===== src/hdl/rpr_pkg.sv =====
// Shared constants and controller/datapath interface types for the
// random-replacement page store. No dependencies.
`timescale 1ns / 1ps

package rpr_pkg;

	localparam int DEF_MAX_FRAMES = 16;
	localparam int DEF_PAGE_BITS  = 20;

	localparam int PAGE_W  = 20;
	localparam int DRAW_W  = 16;
	localparam int SLOT_W  = 4;
	localparam int FAULT_W = 32;
	localparam int CAP_W   = 5;

	localparam logic [CAP_W-1:0] CAP_RESET = 5'd4;

	typedef struct packed {
		logic start;
		logic scan;
		logic fill;
		logic mod_start;
		logic mod_step;
		logic vic_read;
		logic vic_write;
		logic finish;
	} rpr_cmd_t;

	typedef struct packed {
		logic issue_done;
		logic rd_busy;
		logic hit;
		logic room;
		logic mod_done;
		logic out_free;
	} rpr_sts_t;

endpackage


===== src/hdl/rpr_ctrl.sv =====
// Sequencing state machine for the page store: lookup scan, fill or
// victim selection, result hand-off. Depends on rpr_pkg.
`timescale 1ns / 1ps

module rpr_ctrl (
	input  logic             clk,
	input  logic             arst_n,
	input  logic             in_valid,
	output logic             in_stall,
	input  rpr_pkg::rpr_sts_t sts,
	output rpr_pkg::rpr_cmd_t cmd
);
	import rpr_pkg::*;

	typedef enum logic [6:0] {
		ST_IDLE   = 7'b0000001,
		ST_SCAN   = 7'b0000010,
		ST_DECIDE = 7'b0000100,
		ST_MOD    = 7'b0001000,
		ST_VRD    = 7'b0010000,
		ST_VWR    = 7'b0100000,
		ST_FIN    = 7'b1000000
	} rpr_state_t;

	rpr_state_t state_q;
	rpr_state_t state_d;

	always_ff @(posedge clk or negedge arst_n) begin
		if (!arst_n) begin
			state_q <= ST_IDLE;
		end else begin
			state_q <= state_d;
		end
	end

	assign in_stall = (state_q != ST_IDLE);

	always_comb begin
		state_d = state_q;
		cmd     = '0;
		case (state_q)
			ST_IDLE: begin
				if (in_valid) begin
					cmd.start = 1'b1;
					state_d   = ST_SCAN;
				end
			end
			ST_SCAN: begin
				cmd.scan = !sts.issue_done;
				if (sts.issue_done && !sts.rd_busy) begin
					state_d = ST_DECIDE;
				end
			end
			ST_DECIDE: begin
				if (sts.hit) begin
					state_d = ST_FIN;
				end else if (sts.room) begin
					cmd.fill = 1'b1;
					state_d  = ST_FIN;
				end else begin
					cmd.mod_start = 1'b1;
					state_d       = ST_MOD;
				end
			end
			ST_MOD: begin
				if (sts.mod_done) begin
					state_d = ST_VRD;
				end else begin
					cmd.mod_step = 1'b1;
				end
			end
			ST_VRD: begin
				cmd.vic_read = 1'b1;
				state_d      = ST_VWR;
			end
			ST_VWR: begin
				cmd.vic_write = 1'b1;
				state_d       = ST_FIN;
			end
			ST_FIN: begin
				if (sts.out_free) begin
					cmd.finish = 1'b1;
					state_d    = ST_IDLE;
				end
			end
			default: begin
				state_d = ST_IDLE;
			end
		endcase
	end

endmodule


===== src/hdl/rpr_dp.sv =====
// Datapath of the page store: frame memory, scan compare, bit-serial
// modulo for victim choice, counters and result register. Uses rpr_pkg.
`timescale 1ns / 1ps

module rpr_dp #(
	parameter int MAX_FRAMES = rpr_pkg::DEF_MAX_FRAMES,
	parameter int PAGE_BITS  = rpr_pkg::DEF_PAGE_BITS
) (
	input  logic                        clk,
	input  logic                        arst_n,
	input  rpr_pkg::rpr_cmd_t           cmd,
	output rpr_pkg::rpr_sts_t           sts,
	input  logic                        cfg_valid,
	input  logic [rpr_pkg::CAP_W-1:0]   capacity,
	input  logic [rpr_pkg::PAGE_W-1:0]  page_number,
	input  logic [rpr_pkg::DRAW_W-1:0]  random_draw,
	input  logic                        end_of_trace,
	output logic                        out_valid,
	input  logic                        out_stall,
	output logic                        hit,
	output logic                        evicted_valid,
	output logic [rpr_pkg::PAGE_W-1:0]  evicted_page,
	output logic [rpr_pkg::SLOT_W-1:0]  slot_used,
	output logic [rpr_pkg::FAULT_W-1:0] fault_count
);
	import rpr_pkg::*;

	localparam int IDX_W = (MAX_FRAMES > 1) ? $clog2(MAX_FRAMES) : 1;
	localparam int CNT_W = $clog2(MAX_FRAMES + 1);
	localparam int EC_W  = (CNT_W > CAP_W) ? CNT_W : CAP_W;
	localparam int MC_W  = $clog2(DRAW_W + 1);

	logic [PAGE_BITS-1:0] mem [MAX_FRAMES];

	logic [PAGE_BITS-1:0] page_in;
	logic [PAGE_BITS-1:0] page_q;
	logic [DRAW_W-1:0]    draw_q;
	logic                 last_q;
	logic [CNT_W-1:0]     idx_q;
	logic [CNT_W-1:0]     held_q;
	logic [FAULT_W-1:0]   fault_q;
	logic [CAP_W-1:0]     capacity_q;
	logic                 hit_q;
	logic                 ev_valid_q;
	logic [PAGE_BITS-1:0] ev_page_q;
	logic [IDX_W-1:0]     slot_q;
	logic [CNT_W-1:0]     rem_q;
	logic [DRAW_W-1:0]    dshift_q;
	logic [MC_W-1:0]      mcnt_q;

	logic [PAGE_BITS-1:0] rd_data_s1;
	logic                 rd_vld_s1;
	logic [IDX_W-1:0]     rd_idx_s1;

	logic                 out_valid_q;
	logic                 hit_o_q;
	logic                 ev_valid_o_q;
	logic [PAGE_BITS-1:0] ev_page_o_q;
	logic [IDX_W-1:0]     slot_o_q;
	logic [FAULT_W-1:0]   fault_o_q;

	logic [EC_W-1:0]      cap_ext;
	logic [EC_W-1:0]      eff_cap;
	logic [CNT_W:0]       trial;
	logic                 rd_en;
	logic [IDX_W-1:0]     rd_addr;
	logic                 wr_en;
	logic [IDX_W-1:0]     wr_addr;
	logic                 match;
	logic [FAULT_W-1:0]   fault_inc;

	for (genvar g = 0; g < PAGE_BITS; g++) begin : g_pin
		if (g < PAGE_W) begin : g_b
			assign page_in[g] = page_number[g];
		end else begin : g_z
			assign page_in[g] = 1'b0;
		end
	end

	for (genvar g = 0; g < PAGE_W; g++) begin : g_pout
		if (g < PAGE_BITS) begin : g_b
			assign evicted_page[g] = ev_page_o_q[g];
		end else begin : g_z
			assign evicted_page[g] = 1'b0;
		end
	end

	for (genvar g = 0; g < SLOT_W; g++) begin : g_sout
		if (g < IDX_W) begin : g_b
			assign slot_used[g] = slot_o_q[g];
		end else begin : g_z
			assign slot_used[g] = 1'b0;
		end
	end

	// effective capacity: zero reads as one, clipped at the frame count
	always_comb begin
		cap_ext = EC_W'(capacity_q);
		if (cap_ext == '0) begin
			eff_cap = EC_W'(1);
		end else if (cap_ext > EC_W'(MAX_FRAMES)) begin
			eff_cap = EC_W'(MAX_FRAMES);
		end else begin
			eff_cap = cap_ext;
		end
	end

	assign trial     = {rem_q, dshift_q[DRAW_W-1]};
	assign rd_en     = cmd.scan || cmd.vic_read;
	assign rd_addr   = cmd.vic_read ? rem_q[IDX_W-1:0] : idx_q[IDX_W-1:0];
	assign wr_en     = cmd.fill || cmd.vic_write;
	assign wr_addr   = cmd.vic_write ? rem_q[IDX_W-1:0] : held_q[IDX_W-1:0];
	assign match     = rd_vld_s1 && (rd_data_s1 == page_q) && !hit_q;
	assign fault_inc = (fault_q == '1) ? fault_q : fault_q + FAULT_W'(1);

	assign sts.issue_done = (idx_q >= held_q);
	assign sts.rd_busy    = rd_vld_s1;
	assign sts.hit        = hit_q;
	assign sts.room       = (EC_W'(held_q) < eff_cap);
	assign sts.mod_done   = (mcnt_q == MC_W'(DRAW_W));
	assign sts.out_free   = !out_valid_q || !out_stall;

	always_ff @(posedge clk) begin
		if (wr_en) begin
			mem[wr_addr] <= page_q;
		end
		if (rd_en) begin
			rd_data_s1 <= mem[rd_addr];
		end
	end

	always_ff @(posedge clk or negedge arst_n) begin
		if (!arst_n) begin
			held_q      <= '0;
			fault_q     <= '0;
			capacity_q  <= CAP_RESET;
			rd_vld_s1   <= 1'b0;
			out_valid_q <= 1'b0;
		end else begin
			if (cfg_valid) begin
				capacity_q <= capacity;
			end
			rd_vld_s1 <= cmd.scan;
			if (cmd.fill) begin
				held_q  <= held_q + CNT_W'(1);
				fault_q <= fault_inc;
			end
			if (cmd.vic_write) begin
				fault_q <= fault_inc;
			end
			if (cmd.finish && last_q) begin
				held_q  <= '0;
				fault_q <= '0;
			end
			if (cmd.finish) begin
				out_valid_q <= 1'b1;
			end else if (!out_stall) begin
				out_valid_q <= 1'b0;
			end
		end
	end

	always_ff @(posedge clk) begin
		if (cmd.start) begin
			page_q     <= page_in;
			draw_q     <= random_draw;
			last_q     <= end_of_trace;
			idx_q      <= '0;
			hit_q      <= 1'b0;
			ev_valid_q <= 1'b0;
			ev_page_q  <= '0;
			slot_q     <= '0;
		end
		if (cmd.scan) begin
			idx_q     <= idx_q + CNT_W'(1);
			rd_idx_s1 <= idx_q[IDX_W-1:0];
		end
		if (match) begin
			hit_q  <= 1'b1;
			slot_q <= rd_idx_s1;
		end
		if (cmd.fill) begin
			slot_q <= held_q[IDX_W-1:0];
		end
		// restoring remainder, one draw bit a cycle
		if (cmd.mod_start) begin
			rem_q    <= '0;
			dshift_q <= draw_q;
			mcnt_q   <= '0;
		end
		if (cmd.mod_step) begin
			if (trial >= {1'b0, held_q}) begin
				rem_q <= CNT_W'(trial - {1'b0, held_q});
			end else begin
				rem_q <= trial[CNT_W-1:0];
			end
			dshift_q <= dshift_q << 1;
			mcnt_q   <= mcnt_q + MC_W'(1);
		end
		if (cmd.vic_write) begin
			ev_valid_q <= 1'b1;
			ev_page_q  <= rd_data_s1;
			slot_q     <= rem_q[IDX_W-1:0];
		end
		if (cmd.finish) begin
			hit_o_q      <= hit_q;
			ev_valid_o_q <= ev_valid_q;
			ev_page_o_q  <= ev_page_q;
			slot_o_q     <= slot_q;
			fault_o_q    <= fault_q;
		end
	end

	assign out_valid     = out_valid_q;
	assign hit           = hit_o_q;
	assign evicted_valid = ev_valid_o_q;
	assign fault_count   = fault_o_q;

`ifndef SYNTHESIS
	a_held_bound: assert property (@(posedge clk) disable iff (!arst_n)
		held_q <= CNT_W'(MAX_FRAMES))
		else $error("pages held beyond frame count");

	a_victim_in_range: assert property (@(posedge clk) disable iff (!arst_n)
		cmd.vic_read |-> (rem_q < held_q))
		else $error("victim slot outside held pages");

	a_no_fill_on_hit: assert property (@(posedge clk) disable iff (!arst_n)
		(cmd.fill || cmd.mod_start) |-> !hit_q)
		else $error("load issued for a resident page");

	a_fault_monotonic: assert property (@(posedge clk) disable iff (!arst_n)
		!($past(cmd.finish) && $past(last_q)) |-> (fault_q >= $past(fault_q)))
		else $error("fault count dropped without end of trace");

	a_hit_no_evict: assert property (@(posedge clk) disable iff (!arst_n)
		out_valid_q |-> !(hit_o_q && ev_valid_o_q))
		else $error("eviction reported on a hit");
`endif

endmodule


===== src/hdl/random_page_replacement_top.sv =====
// Random-replacement page store: a hit or a fill scans the pages held and then
// hands the result on; a replacement adds the bit-serial draw modulo (16 steps)
// and the victim read and write.
// Lookup scans one frame per cycle through the single read port. One item at a
// time; the next is taken once the result is in the output register.
// Reset clears pages held, fault count, capacity (to 4); frames need no clear.
`timescale 1ns / 1ps

module random_page_replacement_top #(
	parameter int MAX_FRAMES = rpr_pkg::DEF_MAX_FRAMES,
	parameter int PAGE_BITS  = rpr_pkg::DEF_PAGE_BITS
) (
	input  logic                        clk,
	input  logic                        arst_n,
	input  logic                        cfg_valid,
	output logic                        cfg_ready,
	input  logic [rpr_pkg::CAP_W-1:0]   capacity,
	input  logic                        in_valid,
	output logic                        in_stall,
	input  logic [rpr_pkg::PAGE_W-1:0]  page_number,
	input  logic [rpr_pkg::DRAW_W-1:0]  random_draw,
	input  logic                        end_of_trace,
	output logic                        out_valid,
	input  logic                        out_stall,
	output logic                        hit,
	output logic                        evicted_valid,
	output logic [rpr_pkg::PAGE_W-1:0]  evicted_page,
	output logic [rpr_pkg::SLOT_W-1:0]  slot_used,
	output logic [rpr_pkg::FAULT_W-1:0] fault_count
);
	import rpr_pkg::*;

	rpr_cmd_t cmd;
	rpr_sts_t sts;

	// register writes only land while idle
	assign cfg_ready = !in_stall;

	rpr_ctrl u_ctrl (
		.clk      (clk),
		.arst_n   (arst_n),
		.in_valid (in_valid),
		.in_stall (in_stall),
		.sts      (sts),
		.cmd      (cmd)
	);

	rpr_dp #(
		.MAX_FRAMES (MAX_FRAMES),
		.PAGE_BITS  (PAGE_BITS)
	) u_dp (
		.clk           (clk),
		.arst_n        (arst_n),
		.cmd           (cmd),
		.sts           (sts),
		.cfg_valid     (cfg_valid && cfg_ready),
		.capacity      (capacity),
		.page_number   (page_number),
		.random_draw   (random_draw),
		.end_of_trace  (end_of_trace),
		.out_valid     (out_valid),
		.out_stall     (out_stall),
		.hit           (hit),
		.evicted_valid (evicted_valid),
		.evicted_page  (evicted_page),
		.slot_used     (slot_used),
		.fault_count   (fault_count)
	);

endmodule


===== config.mk =====
export PLATFORM = sky130hd
export DESIGN_NAME = random_page_replacement_top
export DESIGN_NICKNAME = d
export VERILOG_FILES = /design/src/hdl/rpr_pkg.sv /design/src/hdl/rpr_ctrl.sv /design/src/hdl/rpr_dp.sv /design/src/hdl/random_page_replacement_top.sv
export SDC_FILE = /design/constraint.sdc
export NUM_CORES = 1
export LEC_CHECK = 0
export BUFFER_PORTS_ARGS = -buffer_cell sky130_fd_sc_hd__buf_2
export CORE_UTILIZATION = 59
export CTS_CLUSTER_DIAMETER = 100
export DETAILED_ROUTE_END_ITERATION = 7
export PLACE_DENSITY = 0.77
export SLEW_MARGIN = 20
export SYNTH_ARGS = -nofsm -noshare
export SYNTH_HDL_FRONTEND = slang
export SYNTH_SLANG_ARGS = --single-unit

===== constraint.sdc =====
create_clock -name clk -period 6.5 [get_ports clk]
set_input_delay 1.3 -clock clk [delete_from_list [all_inputs] [get_ports clk]]
set_output_delay 1.3 -clock clk [all_outputs]
set_load 0.05 [all_outputs]

### After elaboration in Yosys (flattened, before gate mapping)

Memory sizes are Yosys's and may differ from the RTL's. A register that Yosys moved wholly into a read port is not among the register bits.
Index checks and enable logic that the tools add are counted.

| cells by class | value |
|---|---|
| order comparisons | 4 |
| reduce and logical (&&, ||, !) cells | 22 |
| eq/ne operators | 16 |
| multiplexer cells | 48 |
| add/subtract/negate cells | 5 |

Operators by type and width:

| operator | count |
|---|---|
| $mux 32 | 4 |
| $mux 5 | 10 |
| $pmux 7 s7 | 1 |
| $mux 7 | 6 |
| $mux 20 | 2 |
| $add 32x1->32 const B | 1 |
| $eq 32x32->1 const B | 1 |
| $mux 16 | 2 |
| $mux 4 | 6 |
| $eq 20x20->1 | 1 |
| $add 5x1->5 const B | 3 |
| $mux 1 | 15 |
| $reduce_bool 2->1 | 4 |
| $eq 7x1->1 const B | 1 |
| $eq 7x2->1 const B | 1 |
| $eq 7x3->1 const B | 1 |
| $eq 7x4->1 const B | 1 |
| $eq 7x5->1 const B | 1 |
| $eq 7x6->1 const B | 1 |
| $eq 7x7->1 const B | 1 |
| $ne 7x1->1 const B | 1 |
| $ge 6x5->1 | 1 |
| $logic_not 1->1 | 6 |
| $ne 2x2->1 const B | 3 |
| 13 further kinds | 21 |

| storage, ports and cells | value |
|---|---|
| input port bits | 47 |
| word-level logic and storage cells | 120 |
| flip-flop bits (word level) | 207 |
| memories | 1 |
| memory bits (writable) | 320 |

Memories:

| name | words | width | read ports | clocked after memory_dff | write ports | line | text |
|---|---|---|---|---|---|---|---|
| u_dp.mem | 16 | 20 | 1 | 1 | 1 | rpr_dp.sv:33 | `logic [PAGE_BITS-1:0] mem [MAX_FRAMES];` |

### Logic depth before layout (Yosys ltp)

Gate-level depths: netlist (run 1).

| depth | value |
|---|---|
| depth after elaboration | 10 |
| mapped depth | 12 |
| gate-level depth less buffers | 9 |

### By module

From an unflattened synthesis (run 1), not the netlist that was laid out.

| unflattened totals | value |
|---|---|
| cell total of the unflattened synthesis | 1204 |
| area, all modules | 21561.9 µm² |

Modules (own cells, without submodules):

| module | cells an instance | instances | area an instance (µm²) |
|---|---|---|---|
| rpr_dp | 1142 | 1 | 21035.2 |
| rpr_ctrl | 60 | 1 | 516.7 |
| random_page_replacement_top | 2 | 1 | 10.0 |

### Least setup slack after synthesis (run 1)

No wires, ideal clock.

| timing path | value |
|---|---|
| path kind | input -> register |
| start | input out_stall |
| end | register u_dp.fault_q[11] |
| arrival | 5.087 ns |
| path slack | 1.282 ns |
| cell stages on the path | 5 |
| cells stage by stage | a21oi_1 > and2_1 > clkbuf_1 > clkbuf_1 > nor2_1 |

| on the way | value |
|---|---|
| cells in the longest elaborated chain, start to end | 6 |
| elaborated cells on any way between the ends | 7 |

Ends and longest elaborated chain:

| what | line | text |
|---|---|---|
| start, declared | random_page_replacement_top.sv:24 | `input logic out_stall,` |
| $logic_not 1->1 (*) | rpr_dp.sv:121 | `assign sts.out_free = !out_valid_q \|\| !out_stall;` |
| $logic_or 1x1->1 (*) | rpr_dp.sv:121 |  |
| $mux 1 (*) | rpr_ctrl.sv:81 | `if (sts.out_free) begin` |
| $mux 1 (*) | rpr_ctrl.sv:41 | `case (state_q)` |
| $logic_and 1x1->1 (*) | rpr_dp.sv:151 | `if (cmd.finish && last_q) begin` |
| $reduce_bool 3->1 (no line) or $mux 32 (tied branches) | -- |  |
| end signal, assigned | rpr_dp.sv:146 | `fault_q <= fault_inc;` |
| end signal, assigned | rpr_dp.sv:149 | `fault_q <= fault_inc;` |
| end, declared | rpr_dp.sv:41 | `logic [FAULT_W-1:0] fault_q;` |

Every way passes the cells marked *; elsewhere a longest branch is shown, timed or not.
A chain may end at the register's enable or synchronous reset.

### Worst setup path in the final report (run 1)

| timing path | value |
|---|---|
| start | register u_ctrl.state_q[1] |
| end | register u_dp.rd_data_s1[5], read port of u_dp.mem, data pin |

| on the way | value |
|---|---|
| cells in the longest elaborated chain, start to end | 3 |
| elaborated cells on any way between the ends | 6 |

Ends and longest elaborated chain:

| what | line | text |
|---|---|---|
| start, declared | rpr_ctrl.sv:25 | `rpr_state_t state_q;` |
| start signal, assigned | rpr_ctrl.sv:32 | `state_q <= state_d;` |
| $eq 7x5->1 or $eq 7x2->1 (tied branches) | rpr_ctrl.sv:41 |  |
| $mux 1 | rpr_ctrl.sv:41 |  |
| $mux 4 or $logic_or 1x1->1 (tied branches) | rpr_dp.sv:110, rpr_dp.sv:109 |  |
| end, declared | rpr_dp.sv:51 | `logic [PAGE_BITS-1:0] rd_data_s1;` |

Several ways; a longest one is shown, not always the timed one.

==> results by group, run 1 <==
Run status
  • Run status: completed

Floorplan
  • Initial Util: 59.9%
  • Full die area: approximately 0.038 sq mm
  • Placement row count: 70
  • Die span in y: a little under 200 um
  • Ports: 108
  • Area of the core region: 0.0366 sq mm
  • Die Width: between 150 and 200 um

Layout
  • Area growth from synthesis to layout: 13.0%
  • Utilization of the core after routing: approximately two thirds
  • Fill cell total of the finished layout: 2490
  • Antenna diode count: 0
  • Fraction of layout cells with a size suffix above 1: roughly 17%
  • NumNets Final: about 1600

Critical path
  • Required time worst endpoint: slightly below 7 ns
  • Largest stage delay on the critical path: between 0.9 and 1 ns
  • Gate family responsible for the most delay along the worst path: multiplexers
  • Data arrival time of the critical path: around 4.2 ns
  • Startpoint types: register
  • Worst path bufs/invs: 2
  • Setup slack of the worst register-to-register path: 2.63 ns
  • CP Capture Type: register
  • Ordered list of cells on the worst path: nor4_4 -> nand2_2 -> inv_2 -> mux2_4 -> buf_4 -> mux2i_1 -> o22ai_1 -> a211o_1
  • Max Fanout on Critical Path: slightly below 60
  • Max stage delay cell, worst path: mux2_4
  • Crit path kind: register to register

Timing
  • Number of endpoints with negative hold slack in the final report: 0
  • Final critical-path required period: a little under 4 ns
  • Clk_skew: around 0.012 ns
  • Endpoints failing setup: 0
  • Unrepaired setup endpoints after global routing: no
  • Setup_tns: 0 ns
  • Final-layout worst hold slack: between 0.4 and 0.5 ns
  • Final slew viol count: 0
  • Peak Freq: about 260 MHz
  • Share of the clock period used by the worst path: between 50% and 60%
  • Worst relative slew slack: between 20% and 30%
  • Setup WS post-layout: between 2 and 3 ns
  • Worst-margin pin slew: 1.06 ns

Power
  • Internal Power: between 6 and 7 mW
  • Portion of total power attributed to sequential cells: 47.5%
  • Fraction of power consumed by the clock network: between 20% and 30%
  • Power per cell area: between 400 and 500 mW/mm^2
  • Worst IR drop on VDD: slightly above 0.3 mV
  • Cell leakage power: a little under 9 nW
  • Part of the power in combinational logic: 22.8%
  • Switching power: roughly 3.0 mW
  • Overall power: between 10 and 15 mW
  • Net switching share of the total power: between 30 and 40%

Clocking
  • Clock slew seen by the registers of the worst setup and hold paths: approximately 0.06 ns
  • Setup repair bufs after CTS: 0
  • Maximum number of buffers from clock root to sink: 3
  • Cell chosen for the clock root: clkbuf_16
  • CTS tree: yes
  • Number of sinks driven by the clock tree: about 550
  • Post-cts resize count: 0
  • Depth of the CTS H-tree: 2
  • Hold_buf cts: 0
  • CTS buffer count: 54
  • Clock latency on the worst-skew pair: approximately 0.60 ns

Routing
  • DRC violations left: 0
  • DRC marker count from the first detailed-route iteration: ~1200
  • Routed length per placed instance: 21.8 um
  • Antenna violation net count after detailed routing: 0
  • Vias per Instance: around 6.2
  • Total via count in the routed design: 12500
  • Number of iterations in the first detailed-routing pass: 5
  • Routed WL: around 44000 um

Global routing
  • Global-route wire length before repair: 67800 um
  • Maximum number of pins on one net before global-route repair: 60
  • Number of antenna violations at the first check in global routing: 0
  • Via count of the first global-routing pass: 12000
  • Remaining global-route overflow: 0
  • Gr usage total: a little under a quarter

Synthesis
  • Syn_nets: 1445
  • Ys async rst share: a little under a tenth
  • Syn Area/Cell: about 16 sq um
  • Sequential-to-total area share from yosys stat: 73.6%
  • Post-synthesis cell count: 1378
  • Top flip-flop cell by instance count after synthesis: edfxtp_1
  • Summed instance area of the synthesized netlist: around 0.022 sq mm
  • Number of enable flip-flop cells after synthesis: between 400 and 500
  • Synth unique cells: 68
  • Count of warnings emitted by yosys: 0
  • Post-synthesis sequential element count: ~550

Run
  • Maxcap violations: 0

Placement
  • Sum of net half-perimeters after detailed placement: about 28000 um
  • Final GP Congestion: approximately 0.9
  • Quantity of I/O buffers inserted on ports: approximately 110
  • Placement Setup Slack: 2.72 ns

Min path
  • HP Class: register to register
## cell type report
cell class                 count  area, sq um  area share, %
tap                          468          586           2.36
clock buffer                  70         1430           5.78
clock inverter                32          269           1.08
timing repair buffer         145          821           3.31
multi-input combinational    743         5460           22.0
sequential                   547        16100           65.1
inverter                      22         82.6          0.333
## cells in the mapped netlist (4+ instances only)
| cell type | instances | area share (%) |
|---|---|---|
| edfxtp_1 | 493 | 67 |
| mux2i_1 | 144 | 6.6 |
| nand2_1 | 101 | 1.7 |
| nor2_1 | 64 | 1.1 |
| a31oi_1 | 49 | 1.4 |
| dfrtp_1 | 49 | 5.6 |
| o22ai_1 | 40 | 1.1 |
| clkbuf_1 | 31 | 0.53 |
| and2_1 | 28 | 0.80 |
| a21oi_1 | 23 | 0.52 |
| xor2_1 | 23 | 0.92 |
| a211o_1 | 21 | 0.84 |
| inv_1 | 21 | 0.36 |
| o21ai_0 | 21 | 0.48 |
| a222oi_1 | 20 | 0.91 |
| xnor2_1 | 20 | 0.80 |
| ha_1 | 19 | 1.1 |
| nand3_1 | 18 | 0.41 |
| buf_2 | 17 | 0.39 |
| a22o_1 | 16 | 0.64 |
| nor3_1 | 12 | 0.27 |
| nand4_1 | 11 | 0.31 |
| buf_6 | 10 | 0.51 |
| a211oi_1 | 8 | 0.27 |
| and3_1 | 8 | 0.23 |
| buf_4 | 8 | 0.27 |
| a41oi_1 | 7 | 0.28 |
| mux2_2 | 7 | 0.36 |
| nor4_1 | 7 | 0.20 |
| and4_1 | 5 | 0.20 |
| nand2b_1 | 5 | 0.14 |
| a21o_1 | 4 | 0.14 |
| and4b_1 | 4 | 0.18 |
| nor4b_1 | 4 | 0.16 |
| or3_1 | 4 | 0.11 |
## sequential cells by signal (all words and copies together), names as in the netlist, 7 cells and up
register	count
u_dp.fault_q	32
u_dp.draw_q	16
u_dp.rd_data_s1	20
u_ctrl.state_q	7
u_dp.ev_page_q	20
u_dp.mem	320
u_dp.fault_count	32
u_dp.evicted_page	20
u_dp.dshift_q	16
u_dp.page_q	20
## metrics by stage
stage                     instances  area [sq um]
after detailed placement       1925         23100
after floorplan                1378         21900
after CTS                      2027         24800
after global placement         1925         23100
final                          2027         24800
after global routing           2027         24800
## logic make-up (layout without fill, tap and decap cells)
group           count (synthesis)  after routing  share of synthesized area, %
buf+inv                        88            269                          2.08
compound gates                232            232                          7.59
simple gates                  297            297                          6.92
flops                         547            547                          73.6
xor+xnor                       43             43                          1.72
fa+ha+maj                      20             20                          1.17
mux                           151            151                          6.93
## layout by cell type (no fill, tap or decap), types with 5 or more instances in the layout
| cell type | instances |
|---|---|
| a211o_1 | 21 |
| a211oi_1 | 8 |
| a21oi_1 | 22 |
| a222oi_1 | 20 |
| a22o_1 | 16 |
| a31oi_1 | 47 |
| a41oi_1 | 5 |
| and2_1 | 28 |
| and3_1 | 8 |
| and4_1 | 5 |
| buf_2 | 107 |
| buf_4 | 38 |
| clkbuf_1 | 15 |
| clkbuf_16 | 55 |
| clkinv_1 | 13 |
| clkinv_2 | 11 |
| dfrtp_1 | 49 |
| edfxtp_1 | 493 |
| ha_1 | 19 |
| inv_1 | 21 |
| mux2_2 | 6 |
| mux2i_1 | 144 |
| nand2_1 | 101 |
| nand2b_1 | 5 |
| nand3_1 | 18 |
| nand4_1 | 11 |
| nor2_1 | 46 |
| nor2_2 | 15 |
| nor3_1 | 12 |
| nor4_1 | 7 |
| o21ai_0 | 19 |
| o22ai_1 | 40 |
| xnor2_1 | 20 |
| xor2_1 | 23 |
## power groups by stage
stage | combinational [mW] | sequential [mW] | clock, mW
after global placement | 2.17 | 4.79 | 0
after global routing | 2.47 | 4.78 | 3.15
after floorplan | 1.66 | 4.71 | 0
after CTS | 2.25 | 4.74 | 3.03
final | 2.28 | 4.75 | 2.98
after detailed placement | 2.24 | 4.81 | 0
## path summary, 6_finish.rpt
path	to	cells after the start	from
setup / recovery	u_dp.rd_data_s1[5]	8	u_ctrl.state_q[1]
hold / removal	u_dp.evicted_page[15]	0	u_dp.ev_page_q[15]
setup reg to reg	u_dp.rd_data_s1[5]	8	u_ctrl.state_q[1]
hold reg to reg	u_dp.evicted_page[15]	0	u_dp.ev_page_q[15]
min in group asynchronous	u_dp.out_valid	2	arst_n
max in group asynchronous	u_dp.fault_q[14]	2	arst_n
## layer usage
layer | vias to the layer above | part of all wire [%] | GRT usage (%)
met4 | 0 | 2.1 | 7.52
met5 | - | 0 | 0
met3 | 81 | 8.1 | 3.96
met1 | 6192 | 44 | 34.6
met2 | 528 | 46 | 35.9
li1 | 5684 | - | -
(Power assumes the default switching activity.)
==> inputs of run 2 (changes only) <==
clock period = 3.8 ns   (was 6.5 ns; I/O delays follow)
==> results by group, run 2 (synthesis gave the netlist of run 1 again) <==
Layout
  • NumNets Final: between 1500 and 2000
  • Sequential Area: roughly 0.016 sq mm
  • Antenna diode count: 0
  • Fill cell total of the finished layout: approximately 2400
  • Area of the multi-input gates: 0.00544 sq mm
  • Commonest non-fill, non-tap cells in the layout: 493 x edfxtp_1, 144 x mux2i_1, 107 x buf_2
  • Area growth from synthesis to layout: 14.1%
  • Commonest non-fill, non-tap cell in the layout: edfxtp_1
  • Most flop-heavy register: u_dp.mem
  • Flip-flop count of the largest register after layout: 320
  • Fraction of layout cells with a size suffix above 1: ~19%

Global routing
  • Remaining global-route overflow: 0
  • Gr usage total: between 20% and 30%
  • Via count of the first global-routing pass: 12200
  • Maximum number of pins on one net before global-route repair: 81
  • Number of antenna violations at the first check in global routing: 0
  • Global-route wire length before repair: just over 70000 um

Routing
  • Total via count in the routed design: approximately 13000
  • Length of routed met3 wiring: 5030 um
  • DRC violations left: 0
  • Number of iterations in the first detailed-routing pass: 8
  • Vias per Instance: 6.20
  • DRC marker count from the first detailed-route iteration: between 1000 and 1500
  • Routed WL: around 46000 um
  • Routed length per placed instance: ~22 um
  • Top layer used by detailed routing: met4
  • Met2 wire length: roughly 21000 um
  • Routed length on met1: about 19000 um
  • Antenna violation net count after detailed routing: 0

Floorplan
  • Die span in y: 195 um
  • Full die area: about 0.038 sq mm
  • Initial Util: roughly three fifths
  • Die Width: approximately 190 um
  • Placement row count: 70
  • Area of the core region: roughly 0.037 sq mm
  • Ports: 108

Timing
  • Number of endpoints with negative hold slack in the final report: 0
  • Clk_skew: roughly 0.023 ns
  • Setup WS post-layout: between 0.5 and 0.6 ns
  • Peak Freq: around 310 MHz
  • Unrepaired setup endpoints after global routing: no
  • Final-layout worst hold slack: between 0.2 and 0.25 ns
  • Final slew viol count: 0
  • Worst relative slew slack: 44.0%
  • Setup_tns: 0 ns
  • Endpoints failing setup: 0
  • Worst-margin pin slew: about 0.84 ns
  • Final critical-path required period: about 3.2 ns
  • Share of the clock period used by the worst path: 84.2%

Critical path
  • CP Capture Type: register
  • Largest stage delay on the critical path: between 0.5 and 0.6 ns
  • Max stage delay cell, worst path: mux2_4
  • Max Fanout on Critical Path: 27
  • Crit path kind: register to register
  • Required time worst endpoint: approximately 4.2 ns
  • Startpoint types: register
  • Ordered list of cells on the worst path: nor3b_1 -> nand2_2 -> inv_2 -> mux2_4 -> buf_4 -> mux2i_1 -> o22ai_1 -> a211o_1
  • Data arrival time of the critical path: about 3.6 ns
  • Gate family responsible for the most delay along the worst path: multiplexers
  • Worst path bufs/invs: 2
  • Setup slack of the worst register-to-register path: 0.60 ns

Clocking
  • Cell chosen for the clock root: clkbuf_16
  • Number of sinks driven by the clock tree: 547
  • Clock slew seen by the registers of the worst setup and hold paths: approximately 0.060 ns
  • Clock latency on the worst-skew pair: a little over 0.6 ns
  • Setup repair bufs after CTS: 0
  • Hold_buf cts: 0
  • Depth of the CTS H-tree: 2
  • Maximum number of buffers from clock root to sink: 3
  • Post-cts resize count: 0
  • CTS buffer count: 53
  • CTS tree: yes

Power
  • Worst IR drop on VDD: approximately 0.39 mV
  • Cell leakage power: a little over 9 nW
  • Power per cell area: about 690 mW/mm^2

Placement
  • Placement Setup Slack: roughly 0.68 ns
  • Sum of net half-perimeters after detailed placement: roughly 29000 um
  • Quantity of I/O buffers inserted on ports: ~110
  • Final GP Congestion: roughly 0.84

Min path
  • HP Class: primary input to async pin

Run status
  • Run status: completed

Run
  • Maxcap violations: 0
run 2: per-stage QoR:
| stage | cells | instance area (sq um) | utilization, % | total power, mW |
|---|---|---|---|---|
| global placement | 1945 | 23300 | 63.6 | 12.0 |
| global route | 2041 | 25000 | 68.3 | 18.1 |
| finish | 2041 | 25000 | 68.3 | 17.4 |
| floorplan | 1378 | 21900 | - | 10.9 |
| detailed placement | 1945 | 23300 | 63.6 | 12.2 |
| CTS | 2041 | 25000 | 68.3 | 17.4 |
run 2: worst paths after layout:
kind                            cells after the start         startpoint                    to
worst min register to register                      0  u_dp.ev_page_q[1]  u_dp.evicted_page[1]
worst max register to register                      8  u_ctrl.state_q[2]    u_dp.rd_data_s1[9]
min in group clk                                    1     page_number[3]        u_dp.page_q[3]
max in group asynchronous                           2             arst_n      u_dp.fault_q[27]
worst min-delay path                                1             arst_n       u_dp.cap_ext[3]
worst max-delay path                                8  u_ctrl.state_q[2]    u_dp.rd_data_s1[9]
run 2: layout make-up:
class | count | share of cell area (%)
Clock buffer | 66 | 5.82
Clock inverter | 30 | 1.16
Multi-Input combinational cell | 743 | 21.8
Timing Repair Buffer | 165 | 4.08
Tap cell | 468 | 2.34
Sequential cell | 547 | 64.5
Inverter | 22 | 0.330
run 2: layer usage:
layer  vias to the layer above  global-route usage, %
met5                         -                      0
met4                         0                   6.33
met3                        79                   6.11
met2                       665                   37.6
met1                      6200                   35.2
li1                       5709                      -
run 2: where the power goes:
part / total, mW / internal [mW] / switching, mW
sequential: 8.09 / 7.50 / 0.595
clock: 5.22 / 3.05 / 2.17
combinational: 4.07 / 1.54 / 2.53
